File: src/hw/rtl/omx_pkg.sv
// ----------------------------------------------------------------------------
// omx_pkg
// Shared widths and types of the four wheel omni mixer.
// ----------------------------------------------------------------------------
package omx_pkg;

   localparam int DIN_W         = 10;
   localparam int WHEEL_W       = 9;
   localparam int WHEELS        = 4;
   localparam int SUM_W         = 12;
   localparam int MAG_W         = 11;
   localparam int LIM_W         = 16;
   localparam int DIV_BITS      = 3;
   localparam int QUEUE_DEPTH   = 4;
   localparam int OUT_LIMIT_DEF = 255;

   localparam int REQ_DATA_W = 32;
   localparam int RSP_DATA_W = 40;

   typedef struct packed {
      logic [WHEELS-1:0][SUM_W-1:0] raw;
      logic [MAG_W-1:0]             mag;
      logic                         scaled;
   } omx_item_type;

endpackage

File: src/hw/rtl/omx_front.sv
// ----------------------------------------------------------------------------
// omx_front
// Mixes one drive request into four raw wheel values and classifies it.
// ----------------------------------------------------------------------------
module omx_front #(
   parameter int OUT_LIMIT = omx_pkg::OUT_LIMIT_DEF
) (
   input  logic signed [omx_pkg::DIN_W-1:0] drive_forward,
   input  logic signed [omx_pkg::DIN_W-1:0] drive_sideways,
   input  logic signed [omx_pkg::DIN_W-1:0] drive_rotate,
   output omx_pkg::omx_item_type            item
);
   import omx_pkg::*;

   localparam logic [LIM_W-1:0] LIMIT_V = LIM_W'(OUT_LIMIT);

   logic signed [SUM_W-1:0] fx;
   logic signed [SUM_W-1:0] sx;
   logic signed [SUM_W-1:0] rx;
   logic signed [SUM_W-1:0] w [WHEELS];
   logic [MAG_W-1:0]        m [WHEELS];
   logic [MAG_W-1:0]        max_a;
   logic [MAG_W-1:0]        max_b;
   logic [MAG_W-1:0]        max_all;
   logic                    over_limit;

   assign fx = SUM_W'(drive_forward);
   assign sx = SUM_W'(drive_sideways);
   assign rx = SUM_W'(drive_rotate);

   assign w[0] =  fx + sx - rx;
   assign w[1] =  fx - sx - rx;
   assign w[2] = -fx - sx - rx;
   assign w[3] = -fx + sx - rx;

   always_comb begin
      for (int i = 0; i < WHEELS; i++) begin
         m[i] = w[i][SUM_W-1] ? MAG_W'(-w[i]) : MAG_W'(w[i]);
      end
   end

   assign max_a   = (m[0] > m[1]) ? m[0] : m[1];
   assign max_b   = (m[2] > m[3]) ? m[2] : m[3];
   assign max_all = (max_a > max_b) ? max_a : max_b;

   assign over_limit = LIM_W'(max_all) > LIMIT_V;

   assign item = {w[3], w[2], w[1], w[0], max_all, over_limit};

endmodule

File: src/hw/rtl/omx_queue.sv
// ----------------------------------------------------------------------------
// omx_queue
// Short queue of classified requests between the front and the back.
// ----------------------------------------------------------------------------
module omx_queue (
   input  logic                  clock,
   input  logic                  reset,
   input  logic                  push,
   input  omx_pkg::omx_item_type push_item,
   output logic                  can_push,
   input  logic                  pop,
   output omx_pkg::omx_item_type head,
   output logic                  head_valid
);
   import omx_pkg::*;

   localparam int PTR_W = $clog2(QUEUE_DEPTH);
   localparam int CNT_W = $clog2(QUEUE_DEPTH + 1);
   localparam logic [CNT_W-1:0] FULL_CNT = CNT_W'(QUEUE_DEPTH);

   omx_item_type     mem [QUEUE_DEPTH];
   logic [PTR_W-1:0] wr_ptr_ff, wr_ptr_in;
   logic [PTR_W-1:0] rd_ptr_ff, rd_ptr_in;
   logic [CNT_W-1:0] count_ff, count_in;
   logic             do_push;
   logic             do_pop;

   assign can_push   = count_ff != FULL_CNT;
   assign head_valid = count_ff != '0;
   assign do_push    = push && can_push;
   assign do_pop     = pop && head_valid;
   assign head       = mem[rd_ptr_ff];

   always_comb begin
      wr_ptr_in = do_push ? wr_ptr_ff + PTR_W'(1) : wr_ptr_ff;
      rd_ptr_in = do_pop ? rd_ptr_ff + PTR_W'(1) : rd_ptr_ff;
      count_in  = count_ff;
      if (do_push && !do_pop) begin
         count_in = count_ff + CNT_W'(1);
      end else if (do_pop && !do_push) begin
         count_in = count_ff - CNT_W'(1);
      end
   end

   always_ff @(posedge clock) begin
      if (do_push) begin
         mem[wr_ptr_ff] <= push_item;
      end
   end

   always_ff @(posedge clock) begin
      if (reset) begin
         wr_ptr_ff <= '0;
         rd_ptr_ff <= '0;
         count_ff  <= '0;
      end else begin
         wr_ptr_ff <= wr_ptr_in;
         rd_ptr_ff <= rd_ptr_in;
         count_ff  <= count_in;
      end
   end

endmodule

File: src/hw/rtl/omx_back.sv
// ----------------------------------------------------------------------------
// omx_back
// Rescales a queued request that exceeds OUT_LIMIT with four restoring
// dividers and holds the response until it is taken.
// ----------------------------------------------------------------------------
module omx_back #(
   parameter int OUT_LIMIT = omx_pkg::OUT_LIMIT_DEF
) (
   input  logic                              clock,
   input  logic                              reset,
   input  omx_pkg::omx_item_type             head,
   input  logic                              head_valid,
   output logic                              pop,
   output logic                              rsp_valid,
   input  logic                              rsp_ready,
   output logic [omx_pkg::WHEELS-1:0][omx_pkg::WHEEL_W-1:0] wheels,
   output logic                              was_scaled
);
   import omx_pkg::*;

   localparam int LW    = $clog2(OUT_LIMIT + 1);
   localparam int QW    = $clog2(2 * OUT_LIMIT + 1);
   localparam int STEPS = (QW + DIV_BITS - 1) / DIV_BITS;
   localparam int QWP   = STEPS * DIV_BITS;
   localparam int NW    = SUM_W + LW;
   localparam int OW    = (QWP + 1 > WHEEL_W) ? QWP + 1 : WHEEL_W;
   localparam int CNT_W = $clog2(STEPS + 1);
   localparam logic [CNT_W-1:0] STEPS_V = CNT_W'(STEPS);

   omx_item_type     item_ff, item_in;
   logic             busy_ff, busy_in;
   logic [CNT_W-1:0] cnt_ff, cnt_in;
   logic [QWP-1:0]   div_ff [WHEELS];
   logic [QWP-1:0]   div_in [WHEELS];
   logic [MAG_W-1:0] rem_ff [WHEELS];
   logic [MAG_W-1:0] rem_in [WHEELS];
   logic             rsp_valid_ff, rsp_valid_in;
   logic [WHEELS-1:0][WHEEL_W-1:0] wheels_ff, wheels_in;
   logic             scaled_ff, scaled_in;

   logic             done;
   logic             out_free;
   logic             out_load;
   logic [NW-1:0]    num [WHEELS];
   logic [OW-1:0]    shifted [WHEELS];

   assign done     = busy_ff && (cnt_ff == '0);
   assign out_free = !rsp_valid_ff || rsp_ready;
   assign out_load = done && out_free;
   assign pop      = head_valid && (!busy_ff || out_load);

   always_comb begin
      logic signed [SUM_W:0] offs;
      logic [MAG_W:0]        trial;
      logic [QWP-1:0]        d;
      logic [MAG_W-1:0]      r;
      for (int i = 0; i < WHEELS; i++) begin
         offs   = $signed({head.raw[i][SUM_W-1], head.raw[i]})
                + $signed({2'b00, head.mag});
         num[i] = NW'(offs[SUM_W-1:0]) * NW'(OUT_LIMIT);
         d = div_ff[i];
         r = rem_ff[i];
         for (int k = 0; k < DIV_BITS; k++) begin
            trial = {r, d[QWP-1]};
            d     = d << 1;
            if (trial >= {1'b0, item_ff.mag}) begin
               r    = MAG_W'(trial - {1'b0, item_ff.mag});
               d[0] = 1'b1;
            end else begin
               r = trial[MAG_W-1:0];
            end
         end
         div_in[i] = div_ff[i];
         rem_in[i] = rem_ff[i];
         if (busy_ff && cnt_ff != '0) begin
            div_in[i] = d;
            rem_in[i] = r;
         end
         if (pop) begin
            div_in[i] = num[i][QWP-1:0];
            rem_in[i] = MAG_W'(num[i] >> QWP);
         end
         shifted[i] = OW'(div_ff[i]) - OW'(OUT_LIMIT);
      end
   end

   always_comb begin
      item_in      = item_ff;
      busy_in      = busy_ff;
      cnt_in       = cnt_ff;
      rsp_valid_in = rsp_valid_ff;
      wheels_in    = wheels_ff;
      scaled_in    = scaled_ff;
      if (busy_ff && cnt_ff != '0) begin
         cnt_in = cnt_ff - CNT_W'(1);
      end
      if (rsp_valid_ff && rsp_ready) begin
         rsp_valid_in = 1'b0;
      end
      if (out_load) begin
         rsp_valid_in = 1'b1;
         scaled_in    = item_ff.scaled;
         busy_in      = 1'b0;
         for (int i = 0; i < WHEELS; i++) begin
            wheels_in[i] = item_ff.scaled ? shifted[i][WHEEL_W-1:0]
                                          : item_ff.raw[i][WHEEL_W-1:0];
         end
      end
      if (pop) begin
         item_in = head;
         busy_in = 1'b1;
         cnt_in  = head.scaled ? STEPS_V : '0;
      end
   end

   always_ff @(posedge clock) begin
      item_ff   <= item_in;
      wheels_ff <= wheels_in;
      scaled_ff <= scaled_in;
      for (int i = 0; i < WHEELS; i++) begin
         div_ff[i] <= div_in[i];
         rem_ff[i] <= rem_in[i];
      end
   end

   always_ff @(posedge clock) begin
      if (reset) begin
         busy_ff      <= 1'b0;
         cnt_ff       <= '0;
         rsp_valid_ff <= 1'b0;
      end else begin
         busy_ff      <= busy_in;
         cnt_ff       <= cnt_in;
         rsp_valid_ff <= rsp_valid_in;
      end
   end

   assign rsp_valid  = rsp_valid_ff;
   assign wheels     = wheels_ff;
   assign was_scaled = scaled_ff;

   a_idle_no_count: assert property (@(posedge clock) disable iff (reset)
      !busy_ff |-> cnt_ff == '0)
      else $error("divider count running while idle");

   a_scaled_load: assert property (@(posedge clock) disable iff (reset)
      pop && head.scaled |=> busy_ff && cnt_ff == STEPS_V)
      else $error("scaled request did not start the divider");

   a_rem_bound: assert property (@(posedge clock) disable iff (reset)
      out_load && item_ff.scaled |->
         rem_ff[0] < item_ff.mag && rem_ff[1] < item_ff.mag &&
         rem_ff[2] < item_ff.mag && rem_ff[3] < item_ff.mag)
      else $error("divider remainder out of range");

endmodule

File: src/hw/rtl/four_wheel_omni_mixer.sv
// ----------------------------------------------------------------------------
// four_wheel_omni_mixer
// Mixes forward, sideways and rotation commands into four X-drive wheel values.
// ----------------------------------------------------------------------------
// Each request is mixed and classified in the cycle it is accepted and waits in
// a four-entry queue. A request whose largest wheel magnitude is within
// OUT_LIMIT passes through the back end without division. A request that must
// be rescaled holds the back end while the four restoring dividers retire
// three quotient bits per cycle. The response register lets the next request
// be divided while a finished response waits on rsp_tready.
// ----------------------------------------------------------------------------
module four_wheel_omni_mixer #(
   parameter int OUT_LIMIT = omx_pkg::OUT_LIMIT_DEF
) (
   input  logic                            clock,
   input  logic                            reset,
   input  logic                            req_tvalid,
   output logic                            req_tready,
   // drive_forward [9:0], drive_sideways [19:10], drive_rotate [29:20]
   input  logic [omx_pkg::REQ_DATA_W-1:0]  req_tdata,
   output logic                            rsp_tvalid,
   input  logic                            rsp_tready,
   // wheel_one [8:0], wheel_two [17:9], wheel_three [26:18], wheel_four [35:27]
   output logic [omx_pkg::RSP_DATA_W-1:0]  rsp_tdata,
   // was_scaled [0]
   output logic                            rsp_tuser
);
   import omx_pkg::*;

   omx_item_type front_item;
   omx_item_type head;
   logic         can_push;
   logic         head_valid;
   logic         pop;
   logic [WHEELS-1:0][WHEEL_W-1:0] wheels;

   omx_front #(.OUT_LIMIT(OUT_LIMIT)) u_front (
      .drive_forward  ($signed(req_tdata[DIN_W-1:0])),
      .drive_sideways ($signed(req_tdata[2*DIN_W-1:DIN_W])),
      .drive_rotate   ($signed(req_tdata[3*DIN_W-1:2*DIN_W])),
      .item           (front_item)
   );

   omx_queue u_queue (
      .clock      (clock),
      .reset      (reset),
      .push       (req_tvalid),
      .push_item  (front_item),
      .can_push   (can_push),
      .pop        (pop),
      .head       (head),
      .head_valid (head_valid)
   );

   omx_back #(.OUT_LIMIT(OUT_LIMIT)) u_back (
      .clock      (clock),
      .reset      (reset),
      .head       (head),
      .head_valid (head_valid),
      .pop        (pop),
      .rsp_valid  (rsp_tvalid),
      .rsp_ready  (rsp_tready),
      .wheels     (wheels),
      .was_scaled (rsp_tuser)
   );

   assign req_tready = can_push;
   assign rsp_tdata  = {(RSP_DATA_W - WHEELS * WHEEL_W)'(0), wheels};

endmodule

File: config.mk
export PLATFORM = sky130hd
export DESIGN_NAME = four_wheel_omni_mixer
export DESIGN_NICKNAME = d
export VERILOG_FILES = /design/src/hw/rtl/omx_pkg.sv /design/src/hw/rtl/omx_front.sv /design/src/hw/rtl/omx_queue.sv /design/src/hw/rtl/omx_back.sv /design/src/hw/rtl/four_wheel_omni_mixer.sv
export SDC_FILE = /design/constraint.sdc
export NUM_CORES = 2
export LEC_CHECK = 0
export ABC_AREA = 1
export BUFFER_PORTS_ARGS = -buffer_cell sky130_fd_sc_hd__buf_4
export CAP_MARGIN = 20
export CORE_MARGIN = 2
export CORE_UTILIZATION = 50
export DETAILED_ROUTE_END_ITERATION = 10
export PLACE_DENSITY = 0.64
export SLEW_MARGIN = 5
export SYNTH_ARGS = -nofsm -noshare
export SYNTH_HDL_FRONTEND = slang
export SYNTH_SLANG_ARGS = --single-unit
File: constraint.sdc
create_clock -name clock -period 12.09 [get_ports clock]
set_input_delay 1.209 -clock clock [delete_from_list [all_inputs] [get_ports clock]]
set_output_delay 1.209 -clock clock [all_outputs]
set_load 0.02 [all_outputs]
==> metrics.log <==
INFO  metric status = complete, no violations
INFO  metric placeableCoreArea = 79300 um^2
INFO  metric ys_types = 63
INFO  metric placement_rows = around 100
INFO  metric worst_hold_startpoint = u_queue.rd_ptr_ff[1]
INFO  metric route.vias.total = around 31000
INFO  metric syn2layout_area_growth = 8.12%
INFO  metric timing.max_cap.violations = 0
INFO  metric timing.hold.worst_path_depth = 2
INFO  metric timing.rr.end = u_back.rem_ff[0][10]
INFO  metric worstSetupStartpointType = flip-flop
INFO  metric tritoncts = done
INFO  metric fin_clk_skew = about 36 ps
INFO  metric ys_dominant_reg_cell = edfxtp_1
INFO  metric cts_root_buffer = clkbuf_16
INFO  metric clkSinkCount = 413
INFO  metric report.final.setup_viol = 0
INFO  metric cpMaxStageDelayCell = clkinv_2
INFO  metric io_buffers = 72
INFO  metric grt_max_degree = 72
INFO  metric via_per_inst = approximately 5.3
INFO  metric track_usage = 24.3%
INFO  metric worstPathMaxFanout = 62
INFO  metric timing.setup.critical_path_class = flip-flop to flip-flop
INFO  metric grt_pass1_vias = ~30000
INFO  metric cts-hold-fix-buffers = 0
INFO  metric drc = 0
INFO  metric critical-path-top-delay-family = adder cells
INFO  metric syn_area = about 40000 um^2
INFO  metric clkSlewWorstSetupHoldPaths = 60 ps
INFO  metric final-max-slew-violation-count = 0
INFO  metric slew_headroom = a little under a quarter
INFO  metric detail_route.wl_per_cell = 16.8 um
INFO  metric num-nets-final = approximately 5600
INFO  metric period_needed = about 9000 ps
INFO  metric io_pins = 79
INFO  metric die_y = around 290 um
INFO  metric cts.htree.levels = 2
INFO  metric antennaDiodeCount = 0
INFO  metric cp_bufs_invs = 5
INFO  metric hold_violations = 0
INFO  metric antenna_violations_before_repair = 1
INFO  metric fmaxAchievable = 111 MHz
INFO  metric routed_wirelength = 99300 um
INFO  metric globalRouteOverflowTotal = 0
INFO  metric global_route_wire_length_before_repair = roughly 160000 um
INFO  metric cts_setup_buffers = 0
INFO  metric antenna_violating_nets_post_route = 0
INFO  metric cts_resized = 0
INFO  metric synth-edff-count = 400
INFO  metric detailedRoute.firstPassIterationCount = 5
INFO  metric fp.dieW = roughly 290 um
INFO  metric crit_path_end_kind = flip-flop
INFO  metric start_util = 50.6%
INFO  metric detail_route.iter0.violations = roughly 2100
INFO  metric async_flop_share = 0%
INFO  metric cts-buffers-inserted = 46
INFO  metric setup_tns = 0 ps
INFO  metric worst_skew_pair.late_latency = approximately 600 ps
INFO  metric grt_setup_unrepaired = false
INFO  metric post-route-period-util = between 70% and 80%
INFO  metric dieArea = ~83000 um^2
INFO  metric drive_gt1_share = about 6.0%
INFO  metric ys_seq_area_share = between 30% and 40%
INFO  metric clock_tree.buffer_depth = 3
INFO  metric detailed_place_hpwl = just under 80000 um
INFO  metric syn-instance-count = between 4000 and 5000
INFO  metric count_of_cells_along_the_worst_register_to_register_path = 33
INFO  metric worstHoldPathType = flip-flop to flip-flop
INFO  metric yosysWarningCount = 0
INFO  metric synth.ff_latch_count = a little over 400
INFO  metric rrSetupSlack = roughly 3100 ps
INFO  metric gp_congestion = 0.903
INFO  metric synthesis.area_per_instance = about 8.4 um^2
INFO  metric critPathArrivalTime = just over 9000 ps
INFO  metric peak_per_stage_delay_on_the_critical_path = around 810 ps
INFO  metric worst-slew-pin-transition = 1150 ps
INFO  metric cp_data_required_time = 12440 ps
-- flip-flops by register name (all words and copies together), names as in the netlist, named ones only --
register           cells
u_queue.rd_ptr_ff      2
u_queue.mem          236
u_back.was_scaled      1
u_back.div_ff         36
u_back.rsp_valid       1
u_back.item_ff        47
u_back.cnt_ff          2
u_back.wheels         36
u_back.busy_ff         1
u_back.rem_ff         44
u_queue.wr_ptr_ff      2
u_queue.count_ff       3
-- worst min-delay path, stage by stage, from the launching register on --
cell     delay [ps]
dfxtp_1         300
inv_1            50
a21oi_1          70
-- cells in the mapped netlist, types with 11 or more instances --
| cell | count | area [um^2] |
|---|---|---|
| nand2_1 | 973 | 3650 |
| inv_1 | 819 | 3070 |
| ha_1 | 433 | 5420 |
| edfxtp_1 | 400 | 12000 |
| nor2_1 | 312 | 1170 |
| o21ai_0 | 296 | 1480 |
| a21oi_1 | 279 | 1400 |
| nand3_1 | 273 | 1370 |
| fa_1 | 258 | 5160 |
| xor2_1 | 147 | 1290 |
| xnor2_1 | 72 | 631 |
| o22ai_1 | 62 | 388 |
| clkbuf_1 | 60 | 225 |
| o21ai_1 | 41 | 205 |
| nand4_1 | 39 | 244 |
| nor3_1 | 36 | 180 |
| o21bai_1 | 24 | 180 |
| nand3b_1 | 22 | 165 |
| nand2_2 | 20 | 125 |
| a21o_1 | 16 | 120 |
| a21oi_2 | 16 | 140 |
| dfxtp_1 | 13 | 260 |
| nand3_2 | 13 | 130 |
| buf_2 | 12 | 60.1 |
| o21a_1 | 11 | 82.6 |
-- cell type report --
type | count | area [um^2]
inverter | 831 | 3120
clock inverter | 27 | 253
timing repair buffer | 109 | 818
multi-input combinational | 3438 | 24300
sequential | 413 | 12300
fill | 7342 | 35900
clock buffer | 57 | 1260
tap | 1050 | 1310
-- per-stage QoR --
| stage | instance area [um^2] | utilization [%] | hold WS, ps | instances | setup slack (ps) |
|---|---|---|---|---|---|
| CTS | 43400 | 54.8 | 454 | 5925 | 3050 |
| detailed placement | 41900 | 52.8 | 449 | 5841 | 3070 |
| finish | 43400 | 54.8 | 455 | 5925 | 3100 |
| global placement | 41900 | 52.8 | 442 | 5841 | 3140 |
| global route | 43400 | 54.8 | 496 | 5925 | 2320 |
| floorplan | 40100 | - | 436 | 4774 | 4480 |
-- layer usage --
layer / global-route usage [%] / routed length, um / vias to the layer above
met3: 2.71 / 4740 / 172
met4: 8.22 / 3410 / 2
met1: 33.1 / 45300 / 14735
li1: - / - / 15820
met2: 40.3 / 45800 / 730
met5: 0 / 20 / -
-- cell families after synthesis --
family,after synthesis,share of synthesized area (%)
xor+xnor,219,4.78
other cells,1,0.00934
fa+ha+maj,691,26.4
mux,1,0.0281
simple gates,1728,18.3
compound gates,795,11.0
buf+inv,923,8.92
flops,413,30.6
-- worst max-delay path by stage --
stage	startpoint	end	slack (ps)	depth (start not counted)
final	flip-flop	u_back.rem_ff[0][10]	3100	33
after global routing	flip-flop	u_back.rem_ff[0][10]	2320	33
after CTS	flip-flop	u_back.rem_ff[0][10]	3050	33
after detailed placement	flip-flop	u_back.rem_ff[0][10]	3070	33
after global placement	flip-flop	u_back.rem_ff[0][10]	3140	33
after floorplan	flip-flop	u_back.rem_ff[2][10]	4480	36
-- layout by cell type (no fill, tap or decap), types with 5 or more instances in the layout --
master and n:
fa_1 258, nor2_4 9, nand2_1 973, clkinv_2 13, a21o_1 16, or2_2 9, o21a_1 11, o21bai_1 24
nor3_2 6, o21ai_1 41, nor3_1 36, o211ai_1 6, inv_1 816, clkinv_1 9, edfxtp_1 400, ha_1 433
nand3_2 13, a21oi_2 16, dfxtp_1 11, nand2_2 20, xor2_1 147, buf_4 109, clkbuf_16 47, o22ai_1 61
o31ai_1 10, nor2_2 5, clkbuf_8 5, o21ai_0 296, nand4_1 39, nor2_1 307, nand3b_1 22, clkbuf_1 5
a21oi_1 278, nand3_1 273, xnor2_1 72, inv_2 11
Power is left out: the tool's default activity adds up to more than one toggle a clock period on the data nets, which glitch-free logic cannot reach.
